## src/rtl/drt_pkg.sv

```systemverilog
// Package for the dirty range tracker: payload structs, opcodes, FSM state.
// No dependencies.
`default_nettype none
package drt_pkg;
  localparam int unsigned MaxRangesDef = 16;
  localparam int unsigned MaxBytesDef  = 16777216;
  localparam int unsigned AddrW        = 25;
  localparam int unsigned CntW         = 32;

  typedef enum logic [1:0] {
    OP_MARK   = 2'd0,
    OP_RESIZE = 2'd1,
    OP_FLUSH  = 2'd2,
    OP_NOP    = 2'd3
  } op_e;

  typedef struct packed {
    logic [1:0]       opcode;
    logic [AddrW-1:0] range_begin;
    logic [AddrW-1:0] range_end;
    logic [AddrW-1:0] new_size;
  } drt_in_t;

  typedef struct packed {
    logic             upload_valid;
    logic [AddrW-1:0] upload_begin;
    logic [AddrW-1:0] upload_end;
    logic             full_upload;
    logic             bound;
    logic             still_dirty;
    logic [AddrW-1:0] logical_size;
    logic [CntW-1:0]  total_uploaded;
    logic             last;
  } drt_out_t;

  typedef enum logic [3:0] {
    ST_IDLE,
    ST_SCAN_REQ,
    ST_SCAN,
    ST_SHIFT_REQ,
    ST_SHIFT,
    ST_FLUSH_REQ,
    ST_FLUSH,
    ST_DONE
  } state_e;
endpackage
`default_nettype wire

```

## src/rtl/dirty_range_tracker.sv

```systemverilog
// Top level of the dirty range tracker: APB register, control sequencer, range RAM.
// Depends on drt_pkg and drt_ram.
// Status answers via ST_DONE, a grown-cache flush straight from idle; a mark reads or moves
// RAM entries one at a time; a flush returns one range per read. Results cannot be stalled.
// One transaction at a time (a grown-cache flush never raises busy_o): busy_o is high from
// accept until the last result is registered; the next item can be accepted when it is out.
// Reset clears all control state; range RAM contents are undefined until written.
`default_nettype none
module dirty_range_tracker #(
  parameter int unsigned MaxRanges = drt_pkg::MaxRangesDef,
  parameter int unsigned MaxBytes  = drt_pkg::MaxBytesDef
) (
  input  wire logic             clk_i,
  input  wire logic             rst_ni,
  input  wire logic             start_i,
  output logic                  busy_o,
  input  wire drt_pkg::drt_in_t req_i,
  output logic                  strobe_o,
  output drt_pkg::drt_out_t     res_o,
  input  wire logic             psel,
  input  wire logic             penable,
  input  wire logic             pwrite,
  input  wire logic [1:0]       paddr,
  input  wire logic [31:0]      pwdata,
  output logic [31:0]           prdata,
  output logic                  pready
);
  localparam int unsigned IdxW = $clog2(MaxRanges);
  localparam int unsigned NW   = $clog2(MaxRanges + 1);
  localparam int unsigned AW   = drt_pkg::AddrW;
  localparam logic [AW-1:0] MaxB = AW'(MaxBytes);

  logic usage_q;
  assign pready = 1'b1;
  assign prdata = {31'd0, usage_q & (paddr == 2'd0)};
  always_ff @(posedge clk_i or negedge rst_ni) begin
    if (!rst_ni) begin
      usage_q <= 1'b1;
    end else if (psel && penable && pwrite && paddr == 2'd0) begin
      usage_q <= pwdata[0];
    end
  end

  drt_pkg::state_e st_q, st_d;
  logic [NW-1:0] cnt_q, cnt_d, i_q, i_d, lo_q, lo_d, hi_q, hi_d, w_q, w_d;
  logic alloc_q, alloc_d, dirty_q, dirty_d;
  logic [AW-1:0] dev_q, dev_d, cache_q, cache_d, size_q, size_d;
  logic [AW-1:0] b_q, b_d, e_q, e_d, nb_q, nb_d, ne_q, ne_d, pe_q, pe_d;
  // start of the lower neighbour, captured during the scan
  logic [AW-1:0] ps_q;
  logic [31:0] up_q, up_d;
  logic lof_q, lof_d;
  logic we;
  logic [IdxW-1:0] wa, ra;
  logic [2*AW-1:0] wd, rd;
  logic [AW-1:0] rs, re;
  logic [NW-1:0] rm;
  logic str;
  drt_pkg::drt_out_t o;
  logic [AW:0] ns;

  drt_ram #(.Width(2*AW), .Depth(MaxRanges)) u_ram (
    .clk_i, .we_i(we), .waddr_i(wa), .wdata_i(wd), .raddr_i(ra), .rdata_o(rd)
  );
  assign rs = rd[2*AW-1:AW];
  assign re = rd[AW-1:0];
  assign rm = hi_q - lo_q - NW'(1);

  always_ff @(posedge clk_i or negedge rst_ni) begin
    if (!rst_ni) begin
      st_q <= drt_pkg::ST_IDLE;
      cnt_q <= '0; alloc_q <= 1'b0; dirty_q <= 1'b1;
      dev_q <= '0; cache_q <= '0; size_q <= '0; up_q <= '0;
      i_q <= '0; lo_q <= '0; hi_q <= '0; w_q <= '0; lof_q <= 1'b0;
      strobe_o <= 1'b0;
    end else begin
      st_q <= st_d;
      cnt_q <= cnt_d; alloc_q <= alloc_d; dirty_q <= dirty_d;
      dev_q <= dev_d; cache_q <= cache_d; size_q <= size_d; up_q <= up_d;
      i_q <= i_d; lo_q <= lo_d; hi_q <= hi_d; w_q <= w_d; lof_q <= lof_d;
      strobe_o <= str;
    end
  end
  always_ff @(posedge clk_i) begin
    b_q <= b_d; e_q <= e_d; nb_q <= nb_d; ne_q <= ne_d; pe_q <= pe_d;
    res_o <= o;
  end

  assign busy_o = (st_q != drt_pkg::ST_IDLE);

  always_comb begin
    st_d = st_q; cnt_d = cnt_q; alloc_d = alloc_q; dirty_d = dirty_q;
    dev_d = dev_q; cache_d = cache_q; size_d = size_q; up_d = up_q;
    i_d = i_q; lo_d = lo_q; hi_d = hi_q; w_d = w_q; lof_d = lof_q;
    b_d = b_q; e_d = e_q; nb_d = nb_q; ne_d = ne_q; pe_d = pe_q;
    we = 1'b0; wa = '0; wd = '0; ra = i_q[IdxW-1:0];
    str = 1'b0; o = '0; ns = '0;
    unique case (st_q)
      drt_pkg::ST_IDLE: begin
        if (start_i) begin
          b_d = req_i.range_begin; e_d = req_i.range_end;
          i_d = '0; lo_d = '0; hi_d = '0; lof_d = 1'b0;
          unique case (drt_pkg::op_e'(req_i.opcode))
            drt_pkg::OP_MARK: begin
              if (req_i.range_begin < req_i.range_end && alloc_q &&
                  !(cache_q > dev_q)) begin
                dirty_d = 1'b1;
                st_d = drt_pkg::ST_SCAN_REQ;
              end else begin
                st_d = drt_pkg::ST_DONE;
              end
            end
            drt_pkg::OP_RESIZE: begin
              size_d = (req_i.new_size > MaxB) ? MaxB : req_i.new_size;
              ns = {1'b0, size_d} + (AW+1)'(3);
              cache_d = ns[AW-1:0] & ~AW'(3);
              st_d = drt_pkg::ST_DONE;
            end
            drt_pkg::OP_FLUSH: begin
              if (!usage_q) begin
                st_d = drt_pkg::ST_DONE;
              end else begin
                alloc_d = 1'b1;
                if (cache_q > dev_q) begin
                  cnt_d = '0; dirty_d = 1'b0; dev_d = cache_q;
                  str = 1'b1;
                  o.upload_valid = 1'b1; o.upload_end = cache_q;
                  o.full_upload = 1'b1; o.bound = 1'b1; o.still_dirty = 1'b0;
                  o.logical_size = size_q; o.total_uploaded = up_q; o.last = 1'b1;
                  st_d = drt_pkg::ST_IDLE;
                end else if (!dirty_q || cnt_q == '0) begin
                  dirty_d = 1'b0; cnt_d = '0;
                  st_d = drt_pkg::ST_DONE;
                end else begin
                  hi_d = cnt_q; cnt_d = '0; dirty_d = 1'b0;
                  st_d = drt_pkg::ST_FLUSH_REQ;
                end
              end
            end
            default: st_d = drt_pkg::ST_DONE;
          endcase
        end
      end
      drt_pkg::ST_DONE: begin
        str = 1'b1;
        o.still_dirty = dirty_q || (cache_q > dev_q);
        o.logical_size = size_q; o.total_uploaded = up_q; o.last = 1'b1;
        st_d = drt_pkg::ST_IDLE;
      end
      drt_pkg::ST_FLUSH_REQ: begin
        st_d = drt_pkg::ST_FLUSH;
      end
      drt_pkg::ST_FLUSH: begin
        up_d = up_q + 32'(re - rs);
        str = 1'b1;
        o.upload_valid = 1'b1; o.upload_begin = rs; o.upload_end = re;
        o.bound = 1'b1; o.still_dirty = cache_q > dev_q;
        o.logical_size = size_q; o.total_uploaded = up_d;
        o.last = (i_q + NW'(1) == hi_q);
        i_d = i_q + NW'(1);
        st_d = o.last ? drt_pkg::ST_IDLE : drt_pkg::ST_FLUSH_REQ;
      end
      // scan: lo = first with end >= b, hi = first from lo on with start > e
      drt_pkg::ST_SCAN_REQ: begin
        if (i_q >= cnt_q) begin
          if (!lof_q) lo_d = cnt_q;
          hi_d = cnt_q;
          st_d = drt_pkg::ST_SHIFT_REQ;
          w_d = '0;
        end else begin
          st_d = drt_pkg::ST_SCAN;
        end
      end
      drt_pkg::ST_SCAN: begin
        st_d = drt_pkg::ST_SCAN_REQ;
        i_d = i_q + NW'(1);
        if (!lof_q) begin
          if (!(re < b_q)) begin
            lof_d = 1'b1; lo_d = i_q; nb_d = (rs < b_q) ? rs : b_q;
            if (rs > e_q) begin
              hi_d = i_q; st_d = drt_pkg::ST_SHIFT_REQ; w_d = '0;
              i_d = i_q;
            end else begin
              ne_d = (re > e_q) ? re : e_q;
            end
          end else begin
            pe_d = re;
          end
        end else if (rs > e_q) begin
          hi_d = i_q; st_d = drt_pkg::ST_SHIFT_REQ; w_d = '0; i_d = i_q;
        end else begin
          ne_d = (re > e_q) ? re : e_q;
        end
        if (st_d == drt_pkg::ST_SHIFT_REQ) begin
          i_d = i_q;
        end
      end
      drt_pkg::ST_SHIFT_REQ: begin
        // w_q == 0: decide; then copy/insert entries one at a time through ST_SHIFT
        if (w_q == '0) begin
          if (lo_q < hi_q) begin
            we = 1'b1; wa = lo_q[IdxW-1:0]; wd = {nb_q, ne_q};
            cnt_d = cnt_q - rm;
            if (rm == '0) begin
              st_d = drt_pkg::ST_DONE;
            end else begin
              i_d = lo_q + NW'(1); w_d = NW'(1);
            end
          end else if (cnt_q >= NW'(MaxRanges)) begin
            we = 1'b1;
            if (lo_q == '0 || (lo_q < cnt_q && (b_q - pe_q) > (rs - e_q))) begin
              wa = lo_q[IdxW-1:0]; wd = {b_q, re};
            end else begin
              wa = IdxW'(lo_q - NW'(1)); wd = {ps_q, e_q};
            end
            st_d = drt_pkg::ST_DONE;
          end else begin
            i_d = cnt_q; w_d = NW'(2);
            if (cnt_q == lo_q) begin
              we = 1'b1; wa = lo_q[IdxW-1:0]; wd = {b_q, e_q};
              cnt_d = cnt_q + NW'(1); st_d = drt_pkg::ST_DONE;
            end
          end
        end else if (w_q == NW'(1)) begin
          if (i_q + rm >= cnt_q + rm || i_q >= cnt_q) begin
            st_d = drt_pkg::ST_DONE;
          end else begin
            ra = IdxW'(i_q + rm); st_d = drt_pkg::ST_SHIFT;
          end
        end else begin
          if (i_q == lo_q) begin
            we = 1'b1; wa = lo_q[IdxW-1:0]; wd = {b_q, e_q};
            cnt_d = cnt_q + NW'(1); st_d = drt_pkg::ST_DONE;
          end else begin
            ra = IdxW'(i_q - NW'(1)); st_d = drt_pkg::ST_SHIFT;
          end
        end
      end
      drt_pkg::ST_SHIFT: begin
        we = 1'b1; wa = i_q[IdxW-1:0]; wd = rd;
        st_d = drt_pkg::ST_SHIFT_REQ;
        i_d = (w_q == NW'(1)) ? i_q + NW'(1) : i_q - NW'(1);
      end
      default: st_d = drt_pkg::ST_IDLE;
    endcase
  end

  always_ff @(posedge clk_i) begin
    if (st_q == drt_pkg::ST_SCAN && !lof_q && re < b_q) ps_q <= rs;
  end

  ast_last: assert property (@(posedge clk_i) disable iff (!rst_ni)
    strobe_o && res_o.last |=> !busy_o || !strobe_o) else $error("last then busy");
  ast_cnt: assert property (@(posedge clk_i) disable iff (!rst_ni)
    cnt_q <= NW'(MaxRanges)) else $error("count overflow");
  ast_idle: assert property (@(posedge clk_i) disable iff (!rst_ni)
    !busy_o |-> !we) else $error("write while idle");
endmodule
`default_nettype wire

```

## src/rtl/drt_ram.sv

```systemverilog
// Generic single-port-write, single-read RAM with registered read.
// No dependencies.
`default_nettype none
module drt_ram #(
  parameter int unsigned Width = 8,
  parameter int unsigned Depth = 16
) (
  input  wire logic                     clk_i,
  input  wire logic                     we_i,
  input  wire logic [$clog2(Depth)-1:0] waddr_i,
  input  wire logic [Width-1:0]         wdata_i,
  input  wire logic [$clog2(Depth)-1:0] raddr_i,
  output logic      [Width-1:0]         rdata_o
);
  logic [Width-1:0] mem_q [Depth];

  always_ff @(posedge clk_i) begin
    if (we_i) begin
      mem_q[waddr_i] <= wdata_i;
    end
    rdata_o <= mem_q[raddr_i];
  end
endmodule
`default_nettype wire
```

## config.mk

```make
export PLATFORM = sky130hd
export DESIGN_NAME = dirty_range_tracker
export DESIGN_NICKNAME = d
export VERILOG_FILES = /design/src/rtl/drt_pkg.sv /design/src/rtl/dirty_range_tracker.sv /design/src/rtl/drt_ram.sv
export SDC_FILE = /design/constraint.sdc
export NUM_CORES = 2
export LEC_CHECK = 0
export ABC_AREA = 1
export BUFFER_PORTS_ARGS = -buffer_cell sky130_fd_sc_hd__clkbuf_2
export CORE_ASPECT_RATIO = 0.9
export CORE_MARGIN = 2
export CORE_UTILIZATION = 62
export CTS_CLUSTER_DIAMETER = 100
export DETAILED_ROUTE_END_ITERATION = 7
export PLACE_DENSITY = 0.8
export SYNTH_ARGS = -nofsm -noshare
export SYNTH_HDL_FRONTEND = slang
export SYNTH_SLANG_ARGS = --single-unit
```

## constraint.sdc

```tcl
create_clock -name clk_i -period 7.8 [get_ports clk_i]
set_input_delay 0.78 -clock clk_i [delete_from_list [all_inputs] [get_ports clk_i]]
set_output_delay 0.78 -clock clk_i [all_outputs]
set_load 0.02 [all_outputs]
```

==> impl_metrics.json <==
{
  "fin_crit_ns": 6.836,
  "power_frac_comb_pct": 53.1,
  "met2_usage_pct": 57.96,
  "ctsLongestPathBuffers": 3,
  "reg2regPathDepth": 29,
  "rsz0062_at_grt": "false",
  "seq_area_frac_synth_pct": 55.27,
  "cpMostUsedCell": "nand2_1",
  "r2r_slack_ns": 0.96,
  "cts_buffers": 120,
  "seqPwrFrac_pct": 29.7,
  "place_ws_ns": 1.288,
  "clock_power_share_pct": 17.2,
  "synth_top_area_share_pct": 44.95,
  "intPower_uw": 18330,
  "viasPerCell": 6.121,
  "syn_area_um2": 63470,
  "critPathLaunchType": "flip-flop",
  "cp.required_ns": 8.24,
  "grt_pass1_vias": 49050,
  "synth_cell_types": 63,
  "clkTransAtPathRegs_ns": 0.07,
  "critical_path.max_fanout": 11,
  "cp_slowest_stage_delay_ns": 0.91,
  "overflow": 0,
  "irDropWorstVdd_mv": 0.5181,
  "synth_edf_count": 950,
  "die_w_um": 341.3,
  "crit_end": "u_ram.mem_q[13][33]$_DFFE_PP_",
  "p_leak_uw": 0.03058,
  "fin_ws_ns": 0.9643,
  "worstSetupEndpointType": "flip-flop",
  "crit_start": "e_q[4]$_DFFE_PP_",
  "clock_latency_ns": 0.74,
  "first_iter_violations": 7006,
  "slowest_stage": "nor2_4",
  "synth_async_sr_flop_share_pct": 10.69,
  "r2r_end": "u_ram.mem_q[13][33]$_DFFE_PP_",
  "wl_per_cell_um": 23.96,
  "grtUsageMet3_pct": 7.031,
  "p_sw_share_pct": 47.42,
  "htree_levels": 3,
  "cts_sinks": 1244,
  "hold_path.class": "in -> async",
  "ys_warn_count": 0,
  "grt_util_met1_pct": 51.43,
  "port_buffers": 200,
  "totalWireLength_um": 201700,
  "start_util_pct": 62.43,
  "drc": 1,
  "die_area_um2": 104900,
  "cts_tree": "done",
  "power_switching_uw": 16530,
  "grt_max_degree": 189,
  "cts_setup_buffers": 0,
  "max-cap-violations": 0,
  "cts.root.buffer_cell": "clkbuf_16",
  "avgSynthCellArea_um2": 9.358,
  "failed_checks": "DRC",
  "place.gp.congestion": 1.015,
  "fp.coreArea_um2": 101700,
  "synth-main-ff-cell": "edfxtp_1",
  "ys_ff_latch": 1244,
  "synth_area_leaders": "edfxtp_1 (45%), nand2_1 (7.9%), nand3_1 (7.6%)",
  "antenna_left": 0,
  "yosysTopAreaCell": "edfxtp_1",
  "power_density_nw_per_um2": 493.9,
  "tightest_slew_ns": 1.280,
  "drv_slew": 0,
  "setup_viol": 0,
  "worstPathArrival_ns": 7.28,
  "antenna_found_initial": 8,
  "slew_headroom_pct": 14.66,
  "fin_nets": 7370,
  "top_usage_layer": "met2",
  "drive_gt1_share_pct": 9.589,
  "fmax_mhz": 146.3,
  "grt_first_pass_wirelength_um": 297700,
  "area_growth_pct": 11.24,
  "path_depth": 29,
  "drt_pass1_iterations": 8,
  "holdBufCountCts": 0,
  "die_y_um": 307.5,
  "cts-resized-gates": 0,
  "cp_num_buf_inv": 3,
  "fin_skew_ns": 0.02882,
  "path_delay_family": "simple AND/OR/NAND/NOR gates",
  "finalHoldViolCount": 0,
  "track_usage_pct": 37.92,
  "status": "finished, violations left",
  "io_pins": 264,
  "via_count": 51540,
  "finalCritPeriodShare_pct": 87.64,
  "synthCells": 6782,
  "reg2reg_from": "e_q[4]$_DFFE_PP_",
  "hpwl_um": 131400,
  "worst-setup-path-type": "reg -> reg",
  "rows": 111,
  "tns_ns": 0
}
[power by group through the flow]
stage | combinational, uW | sequential, uW | clock [uW]
after floorplan | 11900 | 10100 | 0
after global placement | 17400 | 10400 | 0
after detailed placement | 17800 | 10400 | 0
after CTS | 18000 | 10300 | 6020
after global routing | 20200 | 10400 | 6250
final | 18500 | 10400 | 5990
[cell usage after synthesis, types with 14 or more instances]
| master | count |
|---|---|
| nand2_1 | 1337 |
| nand3_1 | 968 |
| edfxtp_1 | 950 |
| inv_1 | 907 |
| o21ai_0 | 431 |
| ha_1 | 292 |
| nor2_1 | 283 |
| a21oi_1 | 238 |
| nand3b_1 | 208 |
| dfxtp_1 | 161 |
| buf_2 | 135 |
| dfrtp_1 | 131 |
| clkbuf_1 | 127 |
| a31oi_1 | 63 |
| buf_4 | 63 |
| or2_2 | 61 |
| o22ai_1 | 60 |
| nand4_1 | 50 |
| xor2_1 | 49 |
| xnor2_1 | 46 |
| nor3_1 | 32 |
| o211ai_1 | 18 |
| buf_1 | 16 |
| a21o_1 | 14 |
[layout by cell type (no fill, tap or decap), drive strengths merged, types with 9 or more instances in the layout]
cell / count
nand2: 1341
nand3: 970
edfxtp: 950
inv: 923
o21ai: 445
clkbuf: 376
ha: 292
nor2: 289
a21oi: 239
nand3b: 208
buf: 166
dfxtp: 161
dfrtp: 131
a31oi: 64
or2: 62
o22ai: 60
nand4: 51
xor2: 49
xnor2: 46
nor3: 36
clkinv: 35
conb: 32
o211ai: 18
a21o: 14
o21bai: 12
nor4: 9
bufinv: 9
[state kept, by name, summed over array words and instances, names as in the netlist, 32 cells and up]
register,count
res_o,111
u_ram.mem_q,800
u_ram.rdata_o,50
up_q,32
[area by class of cell]
| type | count | area, um^2 |
|---|---|---|
| fillers | 7457 | 31060 |
| clock buffers | 177 | 3518 |
| clock inverters | 52 | 548.0 |
| diodes | 4 | 10.01 |
| well taps | 1356 | 1697 |
| flip-flops and latches | 1244 | 35080 |
| repair buffers | 365 | 2734 |
| multi-input cells | 4299 | 23540 |
| inverters | 923 | 3467 |
[worst min path at each step]
stage / start / to / slack [ns]
final: rst_ni / up_q[10]$_DFFE_PN0P_ / 0.06
after CTS: rst_ni / up_q[10]$_DFFE_PN0P_ / 0.05
after global routing: rst_ni / up_q[27]$_DFFE_PN0P_ / 0.09
after detailed placement: size_q[4]$_DFFE_PN0P_ / res_o[37]$_DFF_P_ / 0.47
after floorplan: alloc_q$_DFFE_PN0P_ / alloc_q$_DFFE_PN0P_ / 0.44
after global placement: alloc_q$_DFFE_PN0P_ / alloc_q$_DFFE_PN0P_ / 0.46
[per-stage QoR]
stage / total power, uW / hold WS (ns) / util (%) / cells / instance area [um^2]
4_1_cts: 34270 / 0.04569 / 69.43 / 8416 / 70590
3_5_place_dp: 28210 / 0.4664 / 65.43 / 8187 / 66520
2_1_floorplan: 22000 / 0.4439 / - / 6812 / 63580
5_1_grt: 36840 / 0.09224 / 69.44 / 8419 / 70600
6_report: 34870 / 0.05764 / 69.44 / 8420 / 70600
3_3_place_gp: 27770 / 0.4605 / 65.43 / 8187 / 66520
[routing by layer]
layer | routed length (um) | share of wire, %
met2 | 89700 | 44
met4 | 12060 | 6.0
met5 | 30 | 0.015
met3 | 22540 | 11
met1 | 77400 | 38
[kinds of logic after synthesis]
group | count (synthesis) | synth area share, %
simple gates | 2971 | 21.41
xor+xnor | 95 | 1.311
buf+inv | 1269 | 8.191
fa+ha+maj | 300 | 6.009
other cells | 2 | 0.01183
compound gates | 901 | 7.793
flops | 1244 | 55.27
(Power assumes the default switching activity.)
